$ cat config.mk
export PLATFORM = sky130hd
export DESIGN_NAME = lsd_radix_sort_indices_core
export DESIGN_NICKNAME = d
export VERILOG_FILES = /design/src/hw/rtl/lsdrs_pkg.sv /design/src/hw/rtl/lsdrs_ram.sv /design/src/hw/rtl/lsd_radix_sort_indices_core.sv
export SDC_FILE = /design/constraint.sdc
export NUM_CORES = 2
export LEC_CHECK = 0
export BUFFER_PORTS_ARGS = -buffer_cell sky130_fd_sc_hd__buf_4
export CAP_MARGIN = 15
export CORE_UTILIZATION = 40
export CTS_BUF_LIST = sky130_fd_sc_hd__clkbuf_4 sky130_fd_sc_hd__clkbuf_8
export DETAILED_ROUTE_END_ITERATION = 8
export PLACE_DENSITY = 0.53
export RECOVER_POWER = 25
export SLEW_MARGIN = 40
export SYNTH_ARGS = -nofsm -noshare
export SYNTH_HDL_FRONTEND = slang
export SYNTH_HIERARCHICAL = 1
export SYNTH_SLANG_ARGS = --single-unit
export TNS_END_PERCENT = 10
$ cat constraint.sdc
create_clock -name clk -period 7.5 [get_ports clk]
set_input_delay 0.75 -clock clk [delete_from_list [all_inputs] [get_ports clk]]
set_output_delay 0.75 -clock clk [all_outputs]
set_load 0.02 [all_outputs]
$ cat src/hw/rtl/lsdrs_pkg.sv
// ----------------------------------------------------------------------------
// LSD radix sort package
// Widths, digit geometry and the digit extraction function shared by the
// radix sort core.
// ----------------------------------------------------------------------------
package lsdrs_pkg;

  localparam int KEY_W         = 28;
  localparam int POS_W         = 6;
  localparam int DIGIT_W       = 4;
  localparam int DIGIT_BUCKETS = 16;
  localparam int ROUND_W       = 4;

  typedef logic [KEY_W-1:0]   key_t;
  typedef logic [DIGIT_W-1:0] digit_t;

  function automatic digit_t digit_of(input key_t key, input logic [ROUND_W-1:0] round);
    key_t shifted;
    shifted = key >> {round, 2'b00};
    return shifted[DIGIT_W-1:0];
  endfunction

endpackage

$ cat src/hw/rtl/lsdrs_ram.sv
// ----------------------------------------------------------------------------
// Generic simple dual-port RAM
// One write port and one read port with a registered read.
// ----------------------------------------------------------------------------
module lsdrs_ram #(
  parameter int WIDTH = 8,
  parameter int DEPTH = 64
) (
  input  logic                     clk,
  input  logic                     we,
  input  logic [$clog2(DEPTH)-1:0] waddr,
  input  logic [WIDTH-1:0]         wdata,
  input  logic [$clog2(DEPTH)-1:0] raddr,
  output logic [WIDTH-1:0]         rdata
);

  logic [WIDTH-1:0] mem [DEPTH];

  always_ff @(posedge clk) begin
    if (we) begin
      mem[waddr] <= wdata;
    end
    rdata <= mem[raddr];
  end

endmodule

$ cat src/hw/rtl/lsd_radix_sort_indices_core.sv
// ----------------------------------------------------------------------------
// LSD radix sort of key indices
// Loads a set of keys, sorts them by a stable radix sort with 4-bit digits
// and returns the load position and key of every entry in ascending order.
// ----------------------------------------------------------------------------
// Keys are taken one per cycle until the key flagged last; after that the
// input stalls until the last result of the set has been transferred. For a
// set of n keys (n > 1) each of the ROUNDS rounds counts digits, turns the
// counts into offsets and scatters indices, using the single read port of
// the index memory. Each result then needs a dependent index read and key
// read, and waits out any output stall. A set larger than MAX_ITEMS keeps
// the first MAX_ITEMS keys and flags dropped on every result.
module lsd_radix_sort_indices_core
  import lsdrs_pkg::*;
#(
  parameter int MAX_ITEMS = 64,
  parameter int ROUNDS    = 7
) (
  input  logic             clk,
  input  logic             rst_n,
  input  logic             in_valid,
  output logic             in_stall,
  input  logic [KEY_W-1:0] in_key,
  input  logic             in_last_key,
  output logic             out_valid,
  input  logic             out_stall,
  output logic [POS_W-1:0] out_position,
  output logic [KEY_W-1:0] out_sorted_key,
  output logic             out_final_rank,
  output logic             out_dropped
);

  localparam int IW        = $clog2(MAX_ITEMS);
  localparam int NW        = $clog2(MAX_ITEMS + 1);
  localparam int RW        = (ROUNDS > 1) ? $clog2(ROUNDS) : 1;
  localparam int IDX_DEPTH = 2 * (1 << IW);

  typedef enum logic [2:0] {
    S_LOAD,
    S_START,
    S_COUNT,
    S_PREFIX,
    S_SCAT,
    S_OUT_IDX,
    S_OUT_KEY,
    S_OUT_SHOW
  } state_t;

  state_t           state_r;
  logic [NW-1:0]    loaded_r;
  logic             ovf_r;
  logic [NW-1:0]    i_r;
  logic             v1_r;
  logic             v2_r;
  logic [IW-1:0]    idx_d_r;
  logic [RW-1:0]    round_r;
  logic             bank_r;
  logic [DIGIT_W-1:0] b_r;
  logic [NW-1:0]    run_r;
  logic [IW-1:0]    pos_r;
  logic             out_valid_r;
  key_t             out_key_r;
  logic             out_final_r;
  logic             out_dropped_r;
  logic [NW-1:0]    cnt_r [DIGIT_BUCKETS];

  logic             in_xfer;
  logic             store;
  logic             in_pass;
  logic             issue;
  logic             pass_done;
  logic             last_round;
  logic             cnt_clr;
  digit_t           dig;
  logic [NW-1:0]    slot;

  logic             key_we;
  logic [IW-1:0]    key_raddr;
  key_t             key_rdata;
  logic             idx_we;
  logic [IW:0]      idx_waddr;
  logic [IW-1:0]    idx_wdata;
  logic [IW:0]      idx_raddr;
  logic [IW-1:0]    idx_rdata;

  assign in_stall   = (state_r != S_LOAD);
  assign in_xfer    = in_valid && !in_stall;
  assign store      = in_xfer && (loaded_r < NW'(MAX_ITEMS));
  assign in_pass    = (state_r == S_COUNT) || (state_r == S_SCAT);
  assign issue      = in_pass && (i_r < loaded_r);
  assign pass_done  = (i_r == loaded_r) && !v1_r && !v2_r;
  assign last_round = (round_r == RW'(ROUNDS - 1));
  assign cnt_clr    = (state_r == S_START) ||
                      ((state_r == S_SCAT) && pass_done && !last_round);
  assign dig        = digit_of(key_rdata, ROUND_W'(round_r));
  assign slot       = cnt_r[dig];

  assign key_we    = store;
  assign key_raddr = idx_rdata;
  assign idx_raddr = {bank_r, i_r[IW-1:0]};

  always_comb begin
    idx_we    = 1'b0;
    idx_waddr = {1'b0, loaded_r[IW-1:0]};
    idx_wdata = loaded_r[IW-1:0];
    if (store) begin
      idx_we = 1'b1;
    end else if ((state_r == S_SCAT) && v2_r) begin
      idx_we    = 1'b1;
      idx_waddr = {~bank_r, slot[IW-1:0]};
      idx_wdata = idx_d_r;
    end
  end

  lsdrs_ram #(
    .WIDTH(KEY_W),
    .DEPTH(MAX_ITEMS)
  ) u_key_ram (
    .clk  (clk),
    .we   (key_we),
    .waddr(loaded_r[IW-1:0]),
    .wdata(in_key),
    .raddr(key_raddr),
    .rdata(key_rdata)
  );

  lsdrs_ram #(
    .WIDTH(IW),
    .DEPTH(IDX_DEPTH)
  ) u_idx_ram (
    .clk  (clk),
    .we   (idx_we),
    .waddr(idx_waddr),
    .wdata(idx_wdata),
    .raddr(idx_raddr),
    .rdata(idx_rdata)
  );

  // Bucket counts double as running offsets during the scatter pass.
  always_ff @(posedge clk) begin
    if (cnt_clr) begin
      for (int k = 0; k < DIGIT_BUCKETS; k++) begin
        cnt_r[k] <= '0;
      end
    end else if (state_r == S_PREFIX) begin
      cnt_r[b_r] <= run_r;
    end else if (in_pass && v2_r) begin
      cnt_r[dig] <= slot + NW'(1);
    end
  end

  always_ff @(posedge clk) begin
    if (!rst_n) begin
      state_r     <= S_LOAD;
      loaded_r    <= '0;
      ovf_r       <= 1'b0;
      i_r         <= '0;
      v1_r        <= 1'b0;
      v2_r        <= 1'b0;
      round_r     <= '0;
      bank_r      <= 1'b0;
      b_r         <= '0;
      run_r       <= '0;
      out_valid_r <= 1'b0;
    end else begin
      v1_r    <= issue;
      v2_r    <= v1_r;
      idx_d_r <= idx_rdata;
      if (issue) begin
        i_r <= i_r + NW'(1);
      end
      case (state_r)
        S_LOAD: begin
          if (in_xfer) begin
            if (store) begin
              loaded_r <= loaded_r + NW'(1);
            end else begin
              ovf_r <= 1'b1;
            end
            if (in_last_key) begin
              state_r <= S_START;
            end
          end
        end
        S_START: begin
          i_r     <= '0;
          round_r <= '0;
          bank_r  <= 1'b0;
          if (loaded_r == NW'(1)) begin
            state_r <= S_OUT_IDX;
          end else begin
            state_r <= S_COUNT;
          end
        end
        S_COUNT: begin
          if (pass_done) begin
            b_r     <= '0;
            run_r   <= '0;
            state_r <= S_PREFIX;
          end
        end
        S_PREFIX: begin
          run_r <= run_r + cnt_r[b_r];
          b_r   <= b_r + DIGIT_W'(1);
          if (b_r == DIGIT_W'(DIGIT_BUCKETS - 1)) begin
            i_r     <= '0;
            state_r <= S_SCAT;
          end
        end
        S_SCAT: begin
          if (pass_done) begin
            i_r    <= '0;
            bank_r <= ~bank_r;
            if (last_round) begin
              state_r <= S_OUT_IDX;
            end else begin
              round_r <= round_r + RW'(1);
              state_r <= S_COUNT;
            end
          end
        end
        S_OUT_IDX: begin
          state_r <= S_OUT_KEY;
        end
        S_OUT_KEY: begin
          pos_r   <= idx_rdata;
          state_r <= S_OUT_SHOW;
        end
        S_OUT_SHOW: begin
          if (!out_valid_r) begin
            out_valid_r   <= 1'b1;
            out_key_r     <= key_rdata;
            out_final_r   <= ((i_r + NW'(1)) == loaded_r);
            out_dropped_r <= ovf_r;
          end else if (!out_stall) begin
            out_valid_r <= 1'b0;
            if (out_final_r) begin
              loaded_r <= '0;
              ovf_r    <= 1'b0;
              state_r  <= S_LOAD;
            end else begin
              i_r     <= i_r + NW'(1);
              state_r <= S_OUT_IDX;
            end
          end
        end
        default: begin
          state_r <= S_LOAD;
        end
      endcase
    end
  end

  assign out_valid      = out_valid_r;
  assign out_position   = POS_W'(pos_r);
  assign out_sorted_key = out_key_r;
  assign out_final_rank = out_final_r;
  assign out_dropped    = out_dropped_r;

endmodule
==> key figures <==
Drt
  • Final wirelength: about 300 mm
  • Vias per cell: between 5 and 6
  • Routed Antenna Nets: 0
  • Initial DRC Count: 5817
  • Wire length per cell: between 30 and 40 um
  • Pre-Repair DR Iteration Count: 6
  • DR vias: between 50000 and 60000
  • Drc violations: 0

Timing
  • Relative slew slack: -1.40
  • Endpoints failing hold: 0
  • Unrepaired setup endpoints after global routing: no
  • Worst-margin pin slew: 3.59 ns
  • Worst Skew: slightly above 0.07 ns
  • Final Setup Violations: 0
  • Min Tclk post-route: between 5 and 6 ns
  • Final worst-path cycle share: 0.770
  • Setup TNS: 0 ns
  • Final Max Slew Viols: about 1800
  • Achievable frequency: 173 MHz

Logic synthesis
  • Synth Flop Type: edfxtp_1
  • Post-Syn Instances: 5201
  • Synth Cell Area: around 0.11 mm^2
  • Seq/Total Area, Yosys: 0.759
  • Synth top area share: 0.746
  • Syn nets: around 5300
  • Yosys warns: 6
  • Post-synthesis async set-or-reset flop share: 0
  • Post-synth EDFFs: 2698
  • Register bit count reported by yosys: 2771
  • Synth top area cells: edfxtp_1 75%, mux4_2 14%, dfxtp_1 1.3%
  • Yosys cell types: just under 90
  • Syn_area_per_cell: ~21 um^2
  • Post-synth top area cell: edfxtp_1

Worst hold path
  • Cells on Worst Hold Path: 3
  • Hold crit path type: in2reg

CTS
  • H-tree depth: 5
  • CTS clk-pin slew, worst paths: 0.06 ns
  • Cts hold-fix bufs: 0
  • Clock root cell: clkbuf_8
  • CTS resizes: 0
  • Clock buffer depth: 4
  • Worst-Skew Late Latency: 1.02 ns
  • Number of clock sinks: 2771
  • CTS tree: yes
  • # Post-CTS Setup Buffers: 0
  • CTS buffer count: 449

Die
  • # IOs: 71
  • Core Rows: 190
  • Die width: roughly 520 um
  • Starting Density: 0.404
  • Core area: around 0.27 mm^2
  • Die height: around 520 um
  • Full die area: approximately 0.27 mm^2

Power
  • Power Dens Cells: 322 mW/mm^2
  • Power Internal: between 20 and 30 mW
  • PnR Total Power: approximately 40 mW
  • Clock power share: 0.324
  • Sw frac: 0.297
  • Comb power frac: 0.222
  • Sequential Power Share: 0.454
  • Leak Pwr: approximately 38 nW
  • Maximum VDD drop: roughly 0.00018 V
  • Sw power: ~12 mW

Setup path
  • Reg2Reg Depth: 13
  • Critical Path Fanout Max: 25
  • Crit path kind: reg2reg
  • CP endpoint kind: flip-flop
  • Startpoint types: flip-flop
  • Critical Path AT: ~6.4 ns
  • Required @ worst endpoint: 8.09 ns

GRT
  • Antenna violations before repair: 19
  • Vias in the first global route: 55800
  • Global route overflow: 0
  • GRT Overall Usage: 0.213
  • First-pass GRT wire length: approximately 420 mm
  • Pin count of the biggest net entering global routing: 120

Placement
  • Port Buf Inserts: 70
  • HPWL Detailed: approximately 170 mm
  • Inst Count DP: between 8000 and 9000
  • Final RePlAce weighted congestion: roughly 0.90

Cells and area
  • Synth-to-Final Area Change: 13.6%
  • Final net count: ~5700
  • Commonest cells after routing, fill and taps aside: 2698 x edfxtp_1, 656 x mux4_2, 465 x clkbuf_8
  • Share of cells above drive strength 1: 0.314
  • Post-Layout Cell Count: 9542
  • Commonest non-fill, non-tap cell in the layout: edfxtp_1

Run status
  • Outcome: complete, but fails checks
  • Failing checks: max-capacitance violations, max-slew violations

Run
  • Max-Cap Viols: 29
## path summary, 6_finish.rpt
kind | endpoint | slack (ns) | start
hold reg to reg | out_sorted_key[17]$_DFFE_PP_ | 0.40 | u_key_ram/rdata[17]$_DFF_P_
setup reg to reg | u_idx_ram/mem[93][3]$_DFFE_PP_ | 1.73 | round_r[1]$_SDFFE_PN0P_
hold / removal | out_valid$_SDFFE_PN0P_ | 0.21 | out_stall
setup / recovery | u_idx_ram/mem[93][3]$_DFFE_PP_ | 1.73 | round_r[1]$_SDFFE_PN0P_
## stage by stage
step,hold WS [ns],utilization,cell area (um^2),setup WS [ns]
2_1_floorplan,0.401,-,109000,3.44
3_3_place_gp,0.409,0.424,114000,1.63
3_5_place_dp,0.414,0.426,115000,1.66
4_1_cts,0.0929,0.459,123000,1.58
5_1_grt,0.182,0.459,123000,1.47
6_report,0.210,0.459,123000,1.73
## kinds of logic after synthesis
kind of cell / count (synthesis) / share of synthesized area
compound gates: 472 / 0.0313
xor+xnor: 17 / 0.00137
fa+ha+maj: 20 / 0.00237
buf+inv: 304 / 0.0141
flops: 2771 / 0.759
mux: 922 / 0.162
simple gates: 695 / 0.0291
## cell usage after synthesis (41+ instances only)
cell type,instances
mux2i_1,137
o21ai_0,53
edfxtp_1,2698
nand2_1,142
nor3_1,63
buf_2,67
a21oi_1,53
nor2_1,308
nand3_1,42
clkbuf_1,121
mux4_2,656
buf_4,63
dfxtp_1,73
mux2_2,123
a22oi_1,41
o22ai_1,109
## per-layer routing
metal	share of wire	GRT usage	wire [um]	vias to the layer above
met5	0	0	0	-
met4	0.026	0.0593	7610	0
met3	0.067	0.0351	19700	430
met2	0.48	0.340	140000	2051
met1	0.43	0.303	126000	29700
li1	-	-	-	22700
## power by group through the flow
stage	registers, mW	clock network [mW]	logic [mW]
2_1_floorplan	18.0	0	5.52
3_5_place_dp	18.3	0	8.88
6_report	18.0	12.9	8.81
5_1_grt	18.0	13.8	9.25
3_3_place_gp	18.4	0	8.71
4_1_cts	18.0	13.2	8.90
## area by class of cell
type / count / area [um^2]
Tap cell: 3552 / 4440
Fill cell: 22600 / 146000
Inverter: 18 / 67.6
Clock buffer: 608 / 7470
Multi-Input combinational cell: 2126 / 25400
Timing Repair Buffer: 254 / 2080
Sequential cell: 2771 / 82500
Antenna cell: 12 / 30.0
Clock inverter: 201 / 1320
## sequential cells by signal (all words and copies together), names as in the netlist, named ones only
name	flops
u_key_ram/mem	1792
out_position	6
u_idx_ram/rdata	6
state_r	3
v1_r	1
out_valid	1
run_r	6
cnt_r	96
bank_r	1
idx_d_r	6
ovf_r	1
out_sorted_key	28
loaded_r	7
u_key_ram/rdata	28
round_r	3
b_r	4
i_r	7
out_dropped	1
v2_r	1
out_final_rank	1
u_idx_ram/mem	768
## worst max-delay path, stage by stage (launching register included)
cell,delay (ns)
dfxtp_1,0.59
buf_4,0.31
mux2i_1,0.14
a22o_4,0.27
nor2_4,0.60
buf_4,0.30
mux4_2,0.51
a32oi_1,0.19
o2111ai_2,0.25
nand2_1,0.18
nand2_1,0.28
nor2b_1,0.32
nand3_2,0.69
nor2_1,0.70
No activity file was read; power rests on OpenSTA's default activity.
